**src/rtl/ptts_pkg.sv**
```systemverilog
// Package for the periodic task tick scheduler.
// Holds sizes, command and result codes, the sequencer state type and the
// structs passed between modules. No dependencies.
package ptts_pkg;

    localparam int NUM_TASKS = 8;
    localparam int SLOT_W    = (NUM_TASKS > 1) ? $clog2(NUM_TASKS) : 1;
    localparam int CNT_W     = $clog2(NUM_TASKS + 1);
    localparam int CMP_W     = 8;
    localparam int TIME_W    = 16;
    localparam int MEM_W     = 2 * TIME_W;

    localparam logic [2:0] CMD_TICK    = 3'd0;
    localparam logic [2:0] CMD_CREATE  = 3'd1;
    localparam logic [2:0] CMD_SUSPEND = 3'd2;
    localparam logic [2:0] CMD_RESUME  = 3'd3;
    localparam logic [2:0] CMD_DELETE  = 3'd4;

    localparam logic [1:0] KIND_STATUS    = 2'd0;
    localparam logic [1:0] KIND_DUE       = 2'd1;
    localparam logic [1:0] KIND_TICK_IDLE = 2'd2;

    typedef enum logic [1:0] {
        ST_IDLE,
        ST_WALK,
        ST_FLUSH,
        ST_STATUS
    } state_t;

    typedef struct packed {
        logic [2:0]        command;
        logic [2:0]        task_slot;
        logic [TIME_W-1:0] period;
        logic [TIME_W-1:0] first_delay;
    } cmd_t;

    typedef struct packed {
        logic [1:0] kind;
        logic [2:0] due_slot;
        logic       status;
        logic       last;
    } res_t;

endpackage

```
**src/rtl/ptts_sched_core.sv**
```systemverilog
// Scheduler core: task table memory (period and countdown), occupied and
// running flags, and the sequencer that walks the table on a tick.
// Depends on ptts_pkg.
module ptts_sched_core (
    input  logic          aclk,
    input  logic          aresetn,
    input  logic          in_vld,
    output logic          in_ready,
    input  ptts_pkg::cmd_t in_cmd,
    output logic          push_vld,
    input  logic          push_ready,
    output ptts_pkg::res_t push
);
    import ptts_pkg::*;

    // Each entry holds {period, countdown}.
    logic [MEM_W-1:0] mem [NUM_TASKS];
    logic [MEM_W-1:0] rd_data_reg;

    state_t               state_reg, state_next;
    logic [NUM_TASKS-1:0] used_reg;
    logic [NUM_TASKS-1:0] run_reg;
    logic                 status_reg;
    logic [CNT_W-1:0]     issue_idx_reg;
    logic                 proc_vld_reg;
    logic [SLOT_W-1:0]    proc_idx_reg;
    logic                 hold_vld_reg;
    logic [SLOT_W-1:0]    hold_slot_reg;

    logic              accept;
    logic              in_range;
    logic [SLOT_W-1:0] cmd_idx;
    logic              create_ok;
    logic              walk_done;
    logic              active;
    logic              due;
    logic              stall;
    logic              rd_en;
    logic              wr_en;
    logic [SLOT_W-1:0] wr_addr;
    logic [MEM_W-1:0]  wr_data;
    logic [TIME_W-1:0] cd_val;
    logic [TIME_W-1:0] per_val;
    logic [TIME_W-1:0] new_cd;

    assign in_ready  = (state_reg == ST_IDLE);
    assign accept    = in_vld && in_ready;
    assign in_range  = CMP_W'(in_cmd.task_slot) < CMP_W'(NUM_TASKS);
    assign cmd_idx   = SLOT_W'(in_cmd.task_slot);
    assign create_ok = (in_cmd.command == CMD_CREATE) && in_range && !used_reg[cmd_idx];
    assign walk_done = (issue_idx_reg == CNT_W'(NUM_TASKS)) && !proc_vld_reg;

    assign per_val = rd_data_reg[MEM_W-1:TIME_W];
    assign cd_val  = rd_data_reg[TIME_W-1:0];
    assign active  = proc_vld_reg && used_reg[proc_idx_reg] && run_reg[proc_idx_reg];
    assign due     = active && (cd_val == '0);
    // A zero period behaves as one, so the reload value is zero in both cases.
    assign new_cd  = due ? ((per_val == '0) ? '0 : per_val - TIME_W'(1))
                         : cd_val - TIME_W'(1);

    // Next state.
    always_comb begin
        state_next = state_reg;
        case (state_reg)
            ST_IDLE: begin
                if (accept) begin
                    state_next = (in_cmd.command == CMD_TICK) ? ST_WALK : ST_STATUS;
                end
            end
            ST_WALK: begin
                if (walk_done) begin
                    state_next = ST_FLUSH;
                end
            end
            ST_FLUSH, ST_STATUS: begin
                if (push_ready) begin
                    state_next = ST_IDLE;
                end
            end
            default: state_next = ST_IDLE;
        endcase
    end

    // Outputs and memory controls.
    always_comb begin
        push_vld = 1'b0;
        push     = '0;
        stall    = 1'b0;
        rd_en    = 1'b0;
        wr_en    = 1'b0;
        wr_addr  = proc_idx_reg;
        wr_data  = {per_val, new_cd};
        case (state_reg)
            ST_IDLE: begin
                wr_en   = accept && create_ok;
                wr_addr = cmd_idx;
                wr_data = {in_cmd.period, in_cmd.first_delay};
            end
            ST_WALK: begin
                // A new due slot pushes out the one held before it; the held
                // one is not the final result of this tick.
                push_vld      = due && hold_vld_reg;
                push.kind     = KIND_DUE;
                push.due_slot = 3'(hold_slot_reg);
                stall         = push_vld && !push_ready;
                rd_en         = (issue_idx_reg != CNT_W'(NUM_TASKS)) && !stall;
                wr_en         = active && !stall;
            end
            ST_FLUSH: begin
                push_vld      = 1'b1;
                push.kind     = hold_vld_reg ? KIND_DUE : KIND_TICK_IDLE;
                push.due_slot = hold_vld_reg ? 3'(hold_slot_reg) : 3'd0;
                push.last     = 1'b1;
            end
            ST_STATUS: begin
                push_vld    = 1'b1;
                push.kind   = KIND_STATUS;
                push.status = status_reg;
                push.last   = 1'b1;
            end
            default: begin
                push_vld = 1'b0;
            end
        endcase
    end

    always_ff @(posedge aclk) begin
        if (wr_en) begin
            mem[wr_addr] <= wr_data;
        end
        if (rd_en) begin
            rd_data_reg <= mem[issue_idx_reg[SLOT_W-1:0]];
        end
    end

    always_ff @(posedge aclk) begin
        if (!aresetn) begin
            state_reg     <= ST_IDLE;
            used_reg      <= '0;
            run_reg       <= '0;
            status_reg    <= 1'b0;
            issue_idx_reg <= '0;
            proc_vld_reg  <= 1'b0;
            proc_idx_reg  <= '0;
            hold_vld_reg  <= 1'b0;
            hold_slot_reg <= '0;
        end else begin
            state_reg <= state_next;
            if (accept) begin
                issue_idx_reg <= '0;
                status_reg    <= (in_cmd.command == CMD_CREATE) && !create_ok;
                if (create_ok) begin
                    used_reg[cmd_idx] <= 1'b1;
                    run_reg[cmd_idx]  <= 1'b1;
                end else if (in_range) begin
                    case (in_cmd.command)
                        CMD_SUSPEND: run_reg[cmd_idx]  <= 1'b0;
                        CMD_RESUME:  run_reg[cmd_idx]  <= 1'b1;
                        CMD_DELETE:  used_reg[cmd_idx] <= 1'b0;
                        default: begin
                        end
                    endcase
                end
            end
            if (state_reg == ST_WALK && !stall) begin
                proc_vld_reg <= rd_en;
                proc_idx_reg <= issue_idx_reg[SLOT_W-1:0];
                if (rd_en) begin
                    issue_idx_reg <= issue_idx_reg + CNT_W'(1);
                end
                if (due) begin
                    hold_vld_reg  <= 1'b1;
                    hold_slot_reg <= proc_idx_reg;
                end
            end
            if (state_reg == ST_FLUSH && push_ready) begin
                hold_vld_reg <= 1'b0;
            end
        end
    end

    a_idle_clean: assert property (@(posedge aclk) disable iff (!aresetn)
        state_reg == ST_IDLE |-> !proc_vld_reg && !hold_vld_reg)
        else $error("sequencer idle with a slot or due result still pending");

    a_stall_holds: assert property (@(posedge aclk) disable iff (!aresetn)
        (state_reg == ST_WALK && stall) |=> proc_vld_reg && $stable(proc_idx_reg)
            && $stable(rd_data_reg))
        else $error("stalled slot lost its read data");

    a_idle_tick_only: assert property (@(posedge aclk) disable iff (!aresetn)
        (push_vld && push.kind == KIND_TICK_IDLE) |-> !hold_vld_reg && push.last)
        else $error("nothing-due result issued while a due slot is held");

    a_issue_bound: assert property (@(posedge aclk) disable iff (!aresetn)
        issue_idx_reg <= CNT_W'(NUM_TASKS))
        else $error("slot walk ran past the table");

endmodule

```
**src/rtl/ptts_out_reg.sv**
```systemverilog
// Output register stage for result transactions; lets the core finish
// its next step while a result waits on the downstream side.
// Depends on ptts_pkg.
module ptts_out_reg (
    input  logic           aclk,
    input  logic           aresetn,
    input  logic           push_vld,
    output logic           push_ready,
    input  ptts_pkg::res_t push,
    output logic           out_vld,
    input  logic           out_ready,
    output ptts_pkg::res_t out_res
);
    import ptts_pkg::*;

    logic vld_reg;
    res_t res_reg;

    assign push_ready = !vld_reg || out_ready;
    assign out_vld    = vld_reg;
    assign out_res    = res_reg;

    always_ff @(posedge aclk) begin
        if (!aresetn) begin
            vld_reg <= 1'b0;
        end else if (push_ready) begin
            vld_reg <= push_vld;
        end
    end

    always_ff @(posedge aclk) begin
        if (push_ready && push_vld) begin
            res_reg <= push;
        end
    end

endmodule

```
**src/rtl/periodic_task_tick_scheduler_top.sv**
```systemverilog
// Periodic task tick scheduler, top level.
// A command's status result is issued from the status state through the output register; a tick
// walks the table one slot per cycle from one memory read port, pausing while a due result
// waits on the output, and its final result is issued from the flush state.
// One transaction at a time: a new command is taken only once the last result is pushed.
// Reset (aresetn, synchronous, active low) clears all occupied and running
// flags; period and countdown entries hold no value until a task is created.
module periodic_task_tick_scheduler_top (
    input  logic        aclk,
    input  logic        aresetn,
    input  logic        s_tvalid,
    output logic        s_tready,
    input  logic [39:0] s_tdata,   // task_slot[2:0], period[18:3], first_delay[34:19]
    input  logic [2:0]  s_tuser,   // command[2:0]
    output logic        m_tvalid,
    input  logic        m_tready,
    output logic [7:0]  m_tdata,   // due_slot[2:0], status[3]
    output logic [1:0]  m_tuser,   // kind[1:0]
    output logic        m_tlast
);
    import ptts_pkg::*;

    cmd_t in_cmd;
    res_t push;
    res_t out_res;
    logic push_vld;
    logic push_ready;

    assign in_cmd.command     = s_tuser;
    assign in_cmd.task_slot   = s_tdata[2:0];
    assign in_cmd.period      = s_tdata[18:3];
    assign in_cmd.first_delay = s_tdata[34:19];

    ptts_sched_core u_core (
        .aclk       (aclk),
        .aresetn    (aresetn),
        .in_vld     (s_tvalid),
        .in_ready   (s_tready),
        .in_cmd     (in_cmd),
        .push_vld   (push_vld),
        .push_ready (push_ready),
        .push       (push)
    );

    ptts_out_reg u_out (
        .aclk       (aclk),
        .aresetn    (aresetn),
        .push_vld   (push_vld),
        .push_ready (push_ready),
        .push       (push),
        .out_vld    (m_tvalid),
        .out_ready  (m_tready),
        .out_res    (out_res)
    );

    assign m_tdata = {4'b0000, out_res.status, out_res.due_slot};
    assign m_tuser = out_res.kind;
    assign m_tlast = out_res.last;

endmodule

```
**config.mk**
```make
export PLATFORM = sky130hd
export DESIGN_NAME = periodic_task_tick_scheduler_top
export DESIGN_NICKNAME = d
export VERILOG_FILES = /design/src/rtl/ptts_pkg.sv /design/src/rtl/ptts_sched_core.sv /design/src/rtl/ptts_out_reg.sv /design/src/rtl/periodic_task_tick_scheduler_top.sv
export SDC_FILE = /design/constraint.sdc
export NUM_CORES = 1
export LEC_CHECK = 0
export BUFFER_PORTS_ARGS = -buffer_cell sky130_fd_sc_hd__buf_2
export CAP_MARGIN = 20
export CORE_UTILIZATION = 44
export DETAILED_ROUTE_END_ITERATION = 16
export PLACE_DENSITY = 0.63
export SYNTH_ARGS = -nofsm -noshare
export SYNTH_HDL_FRONTEND = slang
export SYNTH_SLANG_ARGS = --single-unit
```
**constraint.sdc**
```tcl
create_clock -name aclk -period 12.3 [get_ports aclk]
set_input_delay 2.46 -clock aclk [delete_from_list [all_inputs] [get_ports aclk]]
set_output_delay 2.46 -clock aclk [all_outputs]
set_load 0.005 [all_outputs]
```
==> key figures, run 1 <==
Yosys
  – Seq cells post-synth: 327
  – Most frequent cell after synthesis: edfxtp_1
  – Compound-Gate Fraction of Synth Area: 4.18%
  – Register area share after synthesis: 69.4%
  – Largest cells by area after synthesis: edfxtp_1 (65%), mux4_2 (11%), dfxtp_1 (4.7%), mux2_2 (3.8%), nand2_1 (1.7%)
  – Syn Std Cell Area: 13700 µm²
  – Async set or reset register ratio after synthesis: 0%
  – Largest area contributor in the netlist: edfxtp_1
  – Post-Synth XOR/XNOR Area: 1.66%
  – Yosys top cell area share: 64.7%
  – Post-Synth Simple-Gate Area: 6.40%
  – Largest family of logic cells by synthesized area: multiplexers
  – Ys Warns: 0
  – Most used DFF post-synth: edfxtp_1
  – Post-synthesis cell count: 812
  – Yosys cell types: 56
  – Post-synth top cells: edfxtp_1 (295), mux4_2 (68), nand2_1 (61)
  – Post-synthesis area per instance: 16.9 µm²
  – Synth Area in Adders: 0.914%
  – Post-synth EDFFs: 295
  – Post-synthesis mux area share: 15.5%

Drt
  – First DRT Iteration DRCs: 621
  – Vias: 7298
  – DR vias/cell: 5.66
  – # DRC: 0
  – Routed Antenna Nets: 0
  – Post-Route WL: 29300 µm
  – Wire per inst: 22.7 µm
  – Pre-antenna DRT Iters: 5

Clock network
  – CTS tree: yes
  – H-Tree Level Count: 2
  – Clock tree sinks: 327
  – Root buffer cell: clkbuf_16
  – Post-CTS Setup Bufs: 0
  – Cts-stage hold buffer count: 0
  – PostCTS Resize Cnt: 0
  – CTS buffer count: 35
  – Clock transition at path regs: 0.05 ns
  – Max clock buf depth: 3
  – Clk_lat worst skew: 0.52 ns

Die
  – Row cnt: 64
  – Die ar.: 31800 µm²
  – Io pins: 60
  – Die width: 178 µm
  – Die H: 178 µm
  – Core area: 30600 µm²
  – Starting Density: 44.8%

Power and ir drop
  – Reg power frac: 49.3%
  – Static Leak: 4.87 nW
  – VDD IR max: 140 µV
  – Switch Pwr: 844 µW
  – Clock share of power: 31.6%
  – Share of total power in combinational logic: 19.1%
  – Pwr Density: 195 nW/µm²
  – Internal Power: 2.17 mW
  – Switching share of power: 28.0%

Cells and area
  – Final instance area: 15400 µm²
  – Filler Cells Inserted: 2586
  – Area growth, synth to finish: 12.9%
  – N_diodes: 0
  – Multi-input logic area: 4000 µm²
  – Layout cell share with drive strength beyond 1: 27.5%
  – Max reg flops: 256
  – FF/Latch Area: 9510 µm²
  – Final nets: 927

Critical path
  – Worst Setup SP: s_tdata[0]
  – CP endpoint kind: register
  – Worst EP arrival: 5.34 ns
  – Setup crit end: u_core.mem[1][25]
  – Reg2reg end: u_core.mem[1][25]
  – Startpoint Class: input port
  – Flop2flop setup slack: 8.65 ns
  – Kind of critical path: in2reg
  – R2R Path Start: u_core.state_reg[0]
  – Peak fanout along the critical path: 20
  – Worst path required time: 12.47 ns
  – Length in cells of the worst reg-to-reg path: 9

Place
  – Number of I/O port buffers: 50
  – Placed instance area: 14400 µm²
  – RD Place Congestion: 0.753
  – Hpwl dp: 16600 µm

STA
  – Fin crit period: 5.17 ns
  – Slew @ Worst Pin: 1.04 ns
  – Maximum clock frequency: 193 MHz
  – Pins Over Slew Limit: 0
  – Final hold viol count: 0
  – Slew HR: 30.5%
  – Part of the cycle the worst path needs: 42.0%
  – RSZ-0062 raised after global routing: no
  – Worst Skew: 0.0155 ns
  – Setup TNS: 0 ns
  – Final setup fails: 0

Global routing
  – Largest net degree at the start of global routing: 69
  – First-pass GRT wire length: 44600 µm
  – Vias in the first global route: 7440
  – Remaining Overflow, GRT: 0
  – Initial antenna violation count: 0
  – All-layer global routing usage: 19.3%

Status
  – Outcome: finished clean

Worst hold path
  – WHS Path Cells: 2
  – Hold Crit Class: reg2reg

Flow run
  – Max-cap violations: 0
## power by group through the flow
stage	Sequential [mW]	Clock [mW]	Combinational, mW
2_1_floorplan	1.47	0	0.431
3_3_place_gp	1.51	0	0.568
3_5_place_dp	1.51	0	0.577
4_1_cts	1.49	0.971	0.580
5_1_grt	1.50	1.02	0.628
6_report	1.49	0.954	0.576
## metrics by stage
stage	hold slack (ns)	setup slack, ns	cells	total power, mW	utilization, %
global route	0.470	6.98	1290	3.14	50.5
CTS	0.463	7.12	1290	3.04	50.5
finish	0.457	7.13	1290	3.02	50.5
detailed placement	0.450	6.59	1229	2.09	47.1
floorplan	0.427	6.46	815	1.90	-
global placement	0.448	6.62	1229	2.08	47.1
## area by class of cell
cell class,count,area share (%)
sequential,327,61.5
multi-input combinational,425,25.9
clock buffer,43,5.93
tap,396,3.21
timing repair buffer,63,2.25
clock inverter,18,0.769
inverter,18,0.437
## cells in the final DEF (no fill, tap or decap), drive strengths merged, types with 5 or more instances in the layout
master / netlist / layout
edfxtp: 295 / 295
o21ai: 28 / 28
mux2i: 7 / 7
nand4: 5 / 5
mux2: 46 / 46
and2: 7 / 7
clkinv: 0 / 17
inv: 18 / 19
nor3: 11 / 11
ha: 10 / 10
xor2: 9 / 9
mux4: 68 / 68
xnor2: 17 / 17
nor2: 35 / 35
buf: 18 / 63
nand2b: 6 / 6
a21oi: 22 / 22
clkbuf: 27 / 43
nor4: 11 / 11
a211oi: 5 / 5
or4: 5 / 5
nand3: 13 / 13
dfxtp: 32 / 32
o211ai: 11 / 11
nand2: 61 / 61
nor2b: 6 / 6
## worst max-delay path, cell delays in order
cell and delay [ns]:
buf_2 0.23, mux4_2 0.53, mux2i_1 0.28, and2_1 0.40, a31o_2 0.18, nand2b_1 0.24
nor2_4 0.55, buf_4 0.46
## kinds of logic (layout without fill, tap and decap cells)
| kind of cell | count (synthesis) | after routing |
|---|---|---|
| mux | 121 | 121 |
| fa+ha+maj | 10 | 10 |
| other cells | 1 | 4 |
| xor+xnor | 26 | 26 |
| buf+inv | 63 | 142 |
| simple gates | 173 | 173 |
| compound gates | 91 | 91 |
| flops | 327 | 327 |
## worst min-delay path by stage
| stage | from | to |
|---|---|---|
| after detailed placement | register | register |
| after CTS | register | register |
| after floorplan | u_core.status_reg | u_core.status_reg |
| final | u_core.status_reg | u_core.status_reg |
| after global placement | u_core.status_reg | u_core.status_reg |
| after global routing | register | register |
## routing by layer
metal,part of all wire [%],GRT usage [%],routed length (µm)
met5,0,0,0
met4,2.0,5.30,601
met3,4.6,2.58,1350
met2,49,31.6,14300
met1,45,27.0,13100
Note: power is estimated with default switching activity, not from simulation.
==> run 2, diff against run 1 <==
PLACE_DENSITY = 0.66   (was 0.63)
clock period = 4.5 ns   (was 12.3 ns; I/O delays follow)
==> key figures, run 2 (synthesis gave the netlist of run 1 again) <==
Power and ir drop
  – Static Leak: 4.96 nW (was 4.87 nW)
  – Internal Power: 6.23 mW (was 2.17 mW)
  – Share of total power in combinational logic: 18.4% (was 19.1%)
  – VDD IR max: 401 µV (was 140 µV)
  – Clock share of power: 33.6% (was 31.6%)
  – Switching share of power: 26.6% (was 28.0%)
  – Switch Pwr: 2.26 mW (was 844 µW)
  – Reg power frac: 48.0% (was 49.3%)
  – Pwr Density: 542 nW/µm² (was 195 nW/µm²)

Place
  – Number of I/O port buffers: 50 (unchanged)
  – RD Place Congestion: 0.794 (was 0.753)
  – Dpl ws: 0.843 ns (was 6.59 ns)
  – Placed instance area: 14500 µm² (was 14400 µm²)
  – Hpwl dp: 17000 µm (was 16600 µm)

Worst hold path
  – WHS Path Cells: 2 (unchanged)
  – Hold Crit Class: reg2reg (unchanged)
  – HP Start: u_core.status_reg (unchanged)
  – Hold Path End: u_core.status_reg (unchanged)

Global routing
  – Met3 Use GR: 2.64% (was 2.58%)
  – Vias in the first global route: 7486 (was 7440)
  – Initial antenna violation count: 0 (unchanged)
  – Remaining Overflow, GRT: 0 (unchanged)
  – Met1 Use GR: 26.6% (was 27.0%)
  – First-pass GRT wire length: 44400 µm (was 44600 µm)
  – GRT Max-Usage Layer: met2 (unchanged)
  – Met2 Use GR: 31.5% (was 31.6%)
  – Largest net degree at the start of global routing: 68 (was 69)
  – All-layer global routing usage: 19.0% (was 19.3%)

Cells and area
  – Final instance area: 15700 µm² (was 15400 µm²)
  – FF/Latch Area: 9510 µm² (unchanged)
  – Commonest non-fill, non-tap cell in the layout: edfxtp_1 (unchanged)
  – Commonest cells after routing, fill and taps aside: edfxtp_1 (295), mux4_2 (68), nand2_1 (61) (unchanged)
  – Max reg flops: 256 (unchanged)
  – Filler Cells Inserted: 2538 (was 2586)
  – N_diodes: 0 (unchanged)
  – Layout cell share with drive strength beyond 1: 28.1% (was 27.5%)
  – Final nets: 931 (was 927)
  – Multi-input logic area: 4000 µm² (unchanged)
  – Area growth, synth to finish: 14.4% (was 12.9%)
  – Final core utilization: 51.2% (was 50.5%)

Drt
  – First DRT Iteration DRCs: 731 (was 621)
  – # DRC: 0 (unchanged)
  – Post-Route WL: 28900 µm (was 29300 µm)
  – Pre-antenna DRT Iters: 5 (unchanged)
  – DR vias/cell: 5.69 (was 5.66)
  – Wire per inst: 22.3 µm (was 22.7 µm)
  – Vias: 7371 (was 7298)
  – Routed Antenna Nets: 0 (unchanged)

Critical path
  – Crit path max-delay family: simple AND/OR/NAND/NOR gates (unchanged)
  – CP Cell Sequence: inv_1 -> ha_2 -> nand2_1 -> nor4b_1 -> and2_1 -> a31o_2 -> nand2b_1 -> nor2_4 -> buf_4 (was buf_2 -> mux4_2 -> mux2i_1 -> and2_1 -> a31o_2 -> nand2b_1 -> nor2_4 -> buf_4)
  – Flop2flop setup slack: 1.12 ns (was 8.65 ns)
  – Reg2reg end: u_core.mem[1][20] (was u_core.mem[1][25])
  – Buf+Inv Stages, Crit Path: 2 (unchanged)
  – Kind of critical path: reg2reg (was in2reg)
  – CP endpoint kind: register (unchanged)
  – Worst path required time: 4.65 ns (was 12.47 ns)
  – Worst EP arrival: 3.53 ns (was 5.34 ns)
  – CP max stage cell: nor4b_1 (was nor2_4)
  – Length in cells of the worst reg-to-reg path: 9 (unchanged)
  – Startpoint Class: register (was input port)
  – Critical path's largest stage delay: 0.48 ns (was 0.55 ns)
  – Peak fanout along the critical path: 22 (was 20)
  – R2R Path Start: u_core.state_reg[0] (unchanged)

STA
  – Pins Over Slew Limit: 0 (unchanged)
  – Maximum clock frequency: 296 MHz
  – Slew HR: 32.6% (was 30.5%)
  – Setup TNS: 0 ns (unchanged)
  – Fin crit period: 3.38 ns
  – RSZ-0062 raised after global routing: no (unchanged)
  – Worst Skew: 0.0127 ns (was 0.0155 ns)
  – Final hold viol count: 0 (unchanged)
  – Slew @ Worst Pin: 1.01 ns (was 1.04 ns)
  – Setup slack after layout: 1.12 ns (was 7.13 ns)
  – Part of the cycle the worst path needs: 75.1%
  – Final setup fails: 0 (unchanged)

Clock network
  – Clock tree sinks: 327 (unchanged)
  – CTS tree: yes (unchanged)
  – CTS buffer count: 35 (unchanged)
  – Post-CTS Setup Bufs: 0 (unchanged)
  – Cts-stage hold buffer count: 0 (unchanged)
  – H-Tree Level Count: 2 (unchanged)
  – Max clock buf depth: 3 (unchanged)
  – Root buffer cell: clkbuf_16 (unchanged)
  – Clock transition at path regs: 0.06 ns (was 0.05 ns)
  – PostCTS Resize Cnt: 0 (unchanged)
  – Clk_lat worst skew: 0.51 ns (was 0.52 ns)

Die
  – Die H: 178 µm (unchanged)
  – Starting Density: 44.8% (unchanged)
  – Io pins: 60 (unchanged)
  – Die width: 178 µm (unchanged)
  – Core area: 30600 µm² (unchanged)
  – Row cnt: 64 (unchanged)
  – Die ar.: 31800 µm² (unchanged)

Flow run
  – Max-cap violations: 0 (unchanged)

Status
  – Outcome: finished clean (unchanged)
## run 2: cell type report
type                       count  area share, %
sequential                   327           60.7
multi-input combinational    425           25.5
clock buffer                  51           6.52
tap                          396           3.16
timing repair buffer          67           2.81
clock inverter                12          0.831
inverter                      18          0.432
## run 2: through the flow
stage | hold WS [ns] | power (mW) | instances
floorplan | 0.427 | 5.18 | 815
global placement | 0.445 | 5.68 | 1233
detailed placement | 0.447 | 5.72 | 1233
CTS | 0.458 | 8.57 | 1296
global route | 0.465 | 8.84 | 1296
finish | 0.457 | 8.49 | 1296
## run 2: power by group through the flow
stage | Clock [mW] | Combinational (mW) | Sequential [mW]
finish | 2.85 | 1.56 | 4.07
global route | 3.02 | 1.72 | 4.10
CTS | 2.91 | 1.58 | 4.08
detailed placement | 0 | 1.58 | 4.14
global placement | 0 | 1.54 | 4.13
floorplan | 0 | 1.18 | 4.01
## run 2: worst max-delay path by stage
stage | end | cells past startpoint | from | slack (ns)
2_1_floorplan | u_core.mem[2][0] | 8 | s_tdata[0] | 0.22
3_3_place_gp | u_core.mem[1][26] | 8 | s_tdata[0] | 0.84
3_5_place_dp | u_core.mem[1][28] | 8 | s_tdata[0] | 0.84
4_1_cts | u_core.mem[1][2] | 9 | u_core.state_reg[0] | 1.10
5_1_grt | u_core.mem[1][2] | 9 | u_core.state_reg[0] | 0.92
6_report | u_core.mem[1][20] | 9 | u_core.state_reg[0] | 1.12
## run 2: worst min-delay path: cells and delay by family (launching register included)
kind / cells / cell delay (ns)
AOI/OAI and AO/OA: 1 / 0.05
and+or+nand+nor: 1 / 0.05
DFF: 1 / 0.31
## run 2: routing by layer
| layer | routed length [µm] | vias to the layer above |
|---|---|---|
| met2 | 14200 | 203 |
| met5 | 0 | - |
| met1 | 12700 | 3815 |
| li1 | - | 3322 |
| met4 | 411 | 0 |
| met3 | 1540 | 31 |
==> run 3, diff against run 2 <==
PLACE_DENSITY = 0.63   (was 0.66)
clock period = 3.2 ns   (was 4.5 ns; I/O delays follow)
==> key figures, run 3 (synthesis gave the netlist of run 1 again) <==
Clock network
  – Clk_lat worst skew: 0.52 ns (was 0.51 ns)
  – Clock transition at path regs: 0.06 ns (about the same)
  – Clock tree sinks: 327 (unchanged)
  – Root buffer cell: clkbuf_16 (unchanged)
  – H-Tree Level Count: 2 (unchanged)
  – CTS buffer count: 36 (was 35)
  – PostCTS Resize Cnt: 0 (unchanged)
  – Post-CTS Setup Bufs: 0 (unchanged)
  – Cts-stage hold buffer count: 0 (unchanged)
  – CTS tree: yes (unchanged)
  – Max clock buf depth: 3 (unchanged)

Drt
  – Routed Antenna Nets: 0 (unchanged)
  – Post-Route WL: 30300 µm (was 28900 µm)
  – # DRC: 0 (unchanged)
  – Vias: 7448 (was 7371)
  – First DRT Iteration DRCs: 731 (unchanged)
  – Wire per inst: 23.0 µm (was 22.3 µm)
  – Pre-antenna DRT Iters: 5 (unchanged)
  – DR vias/cell: 5.64 (was 5.69)

Place
  – Hpwl dp: 19100 µm (was 17000 µm)
  – RD Place Congestion: 0.803 (was 0.794)
  – Number of I/O port buffers: 50 (unchanged)

Cells and area
  – N_diodes: 0 (unchanged)
  – Commonest cells after routing, fill and taps aside: edfxtp_1 (295), mux4_2 (68), nand2_1 (61) (unchanged)
  – Area growth, synth to finish: 16.1% (was 14.4%)
  – Layout cell share with drive strength beyond 1: 30.3% (was 28.1%)
  – Filler Cells Inserted: 2532 (was 2538)
  – Commonest non-fill, non-tap cell in the layout: edfxtp_1 (unchanged)
  – Max reg flops: 256 (unchanged)
  – FF/Latch Area: 9510 µm² (unchanged)
  – Multi-input logic area: 4000 µm² (unchanged)
  – Final core utilization: 52.0% (was 51.2%)
  – Final nets: 956 (was 931)

Global routing
  – Remaining Overflow, GRT: 0 (unchanged)
  – Vias in the first global route: 7560 (was 7486)
  – Largest net degree at the start of global routing: 38 (was 68)
  – First-pass GRT wire length: 46100 µm (was 44400 µm)
  – All-layer global routing usage: 20.0% (was 19.0%)
  – Initial antenna violation count: 0 (unchanged)

Power and ir drop
  – Static Leak: 5.10 nW (was 4.96 nW)
  – Switching share of power: 27.3% (was 26.6%)
  – Switch Pwr: 3.27 mW (was 2.26 mW)
  – Clock share of power: 32.7% (was 33.6%)
  – Share of total power in combinational logic: 19.8% (was 18.4%)
  – Final Power: 12.0 mW (was 8.49 mW)
  – Pwr Density: 752 nW/µm² (was 542 nW/µm²)
  – Internal Power: 8.69 mW (was 6.23 mW)
  – Reg power frac: 47.5% (was 48.0%)
  – VDD IR max: 446 µV (was 401 µV)

STA
  – Setup TNS: 0 ns (unchanged)
  – Part of the cycle the worst path needs: 92.3% (was 75.1%)
  – Worst Skew: 0.0183 ns (was 0.0127 ns)
  – RSZ-0062 raised after global routing: no (unchanged)
  – Pins Over Slew Limit: 0 (unchanged)
  – Final hold viol count: 0 (unchanged)
  – Final setup fails: 0 (unchanged)
  – Maximum clock frequency: 338 MHz (was 296 MHz)
  – Slew HR: 31.4% (was 32.6%)
  – Slew @ Worst Pin: 1.03 ns (was 1.01 ns)
  – Hold Slack: 0.455 ns (was 0.457 ns)
  – Fin crit period: 2.95 ns (was 3.38 ns)

Worst hold path
  – Hold Crit Class: reg2reg (unchanged)

Status
  – Outcome: finished clean (unchanged)

Die
  – Die H: 178 µm (unchanged)
  – Row cnt: 64 (unchanged)
  – Die ar.: 31800 µm² (unchanged)
  – Core area: 30600 µm² (unchanged)
  – Starting Density: 44.8% (unchanged)
  – Io pins: 60 (unchanged)
  – Die width: 178 µm (unchanged)

Critical path
  – Kind of critical path: reg2reg (unchanged)
  – Crit path max-delay family: simple AND/OR/NAND/NOR gates (unchanged)
  – Buf+Inv Stages, Crit Path: 0 (was 2)
  – Worst path required time: 3.40 ns (was 4.65 ns)
  – Worst EP arrival: 3.15 ns (was 3.53 ns)
  – Startpoint Class: register (unchanged)
  – Critical path's largest stage delay: 0.60 ns (was 0.48 ns)
  – CP endpoint kind: register (unchanged)
  – CP Cell Sequence: or4_4 -> or4b_4 -> nor2_1 -> a21oi_1 -> a22oi_1 -> o21ai_1 (was inv_1 -> ha_2 -> nand2_1 -> nor4b_1 -> and2_1 -> a31o_2 -> nand2b_1 -> nor2_4 -> buf_4)
  – CP max stage cell: or4_4 (was nor4b_1)
  – Peak fanout along the critical path: 11 (was 22)

Flow run
  – Max-cap violations: 0 (unchanged)
==> run 3: power by group through the flow <==
stage	logic [mW]	clock network (mW)	registers [mW]
floorplan	1.68	0	5.63
global placement	2.34	0	5.76
detailed placement	2.38	0	5.77
CTS	2.39	4.00	5.68
global route	2.59	4.16	5.71
finish	2.37	3.92	5.68
==> run 3: final timing paths <==
path	slack, ns	cells after the start	end	from
min	0.46	2	u_core.status_reg	u_core.status_reg
min reg2reg	0.46	2	u_core.status_reg	u_core.status_reg
max	0.25	6	u_core.mem[2][0]	u_core.rd_data_reg[6]
max reg2reg	0.25	6	u_core.mem[2][0]	u_core.rd_data_reg[6]
==> run 3: final cells by class <==
cell class	count	share of cell area, %
clock buffer	44	6.12
inverter	18	0.425
clock inverter	19	0.929
multi-input combinational	425	25.1
timing repair buffer	91	4.46
tap	396	3.12
sequential	327	59.8
==> run 3: layer usage <==
metal / up-vias / track usage [%] / routed length [µm]
met5: - / 0 / 0
met1: 3835 / 27.9 / 13600
met2: 196 / 33.0 / 14700
li1: 3369 / - / -
met3: 48 / 2.73 / 1430
met4: 0 / 5.08 / 609
==> run 3: per-stage QoR <==
step	cell area, µm²	setup WS, ns	cells
floorplan	13800	0.0327	815
global placement	14800	0.194	1257
detailed placement	14800	0.175	1257
CTS	15900	0.255	1320
global route	15900	0.104	1320
finish	15900	0.245	1320
==> run 3: worst reg2reg max path: cells and delay by family, from the launching register on <==
family	cells	cell delay [ns]
simple gates	3	1.34
compound gates	3	0.84
flops	1	0.45
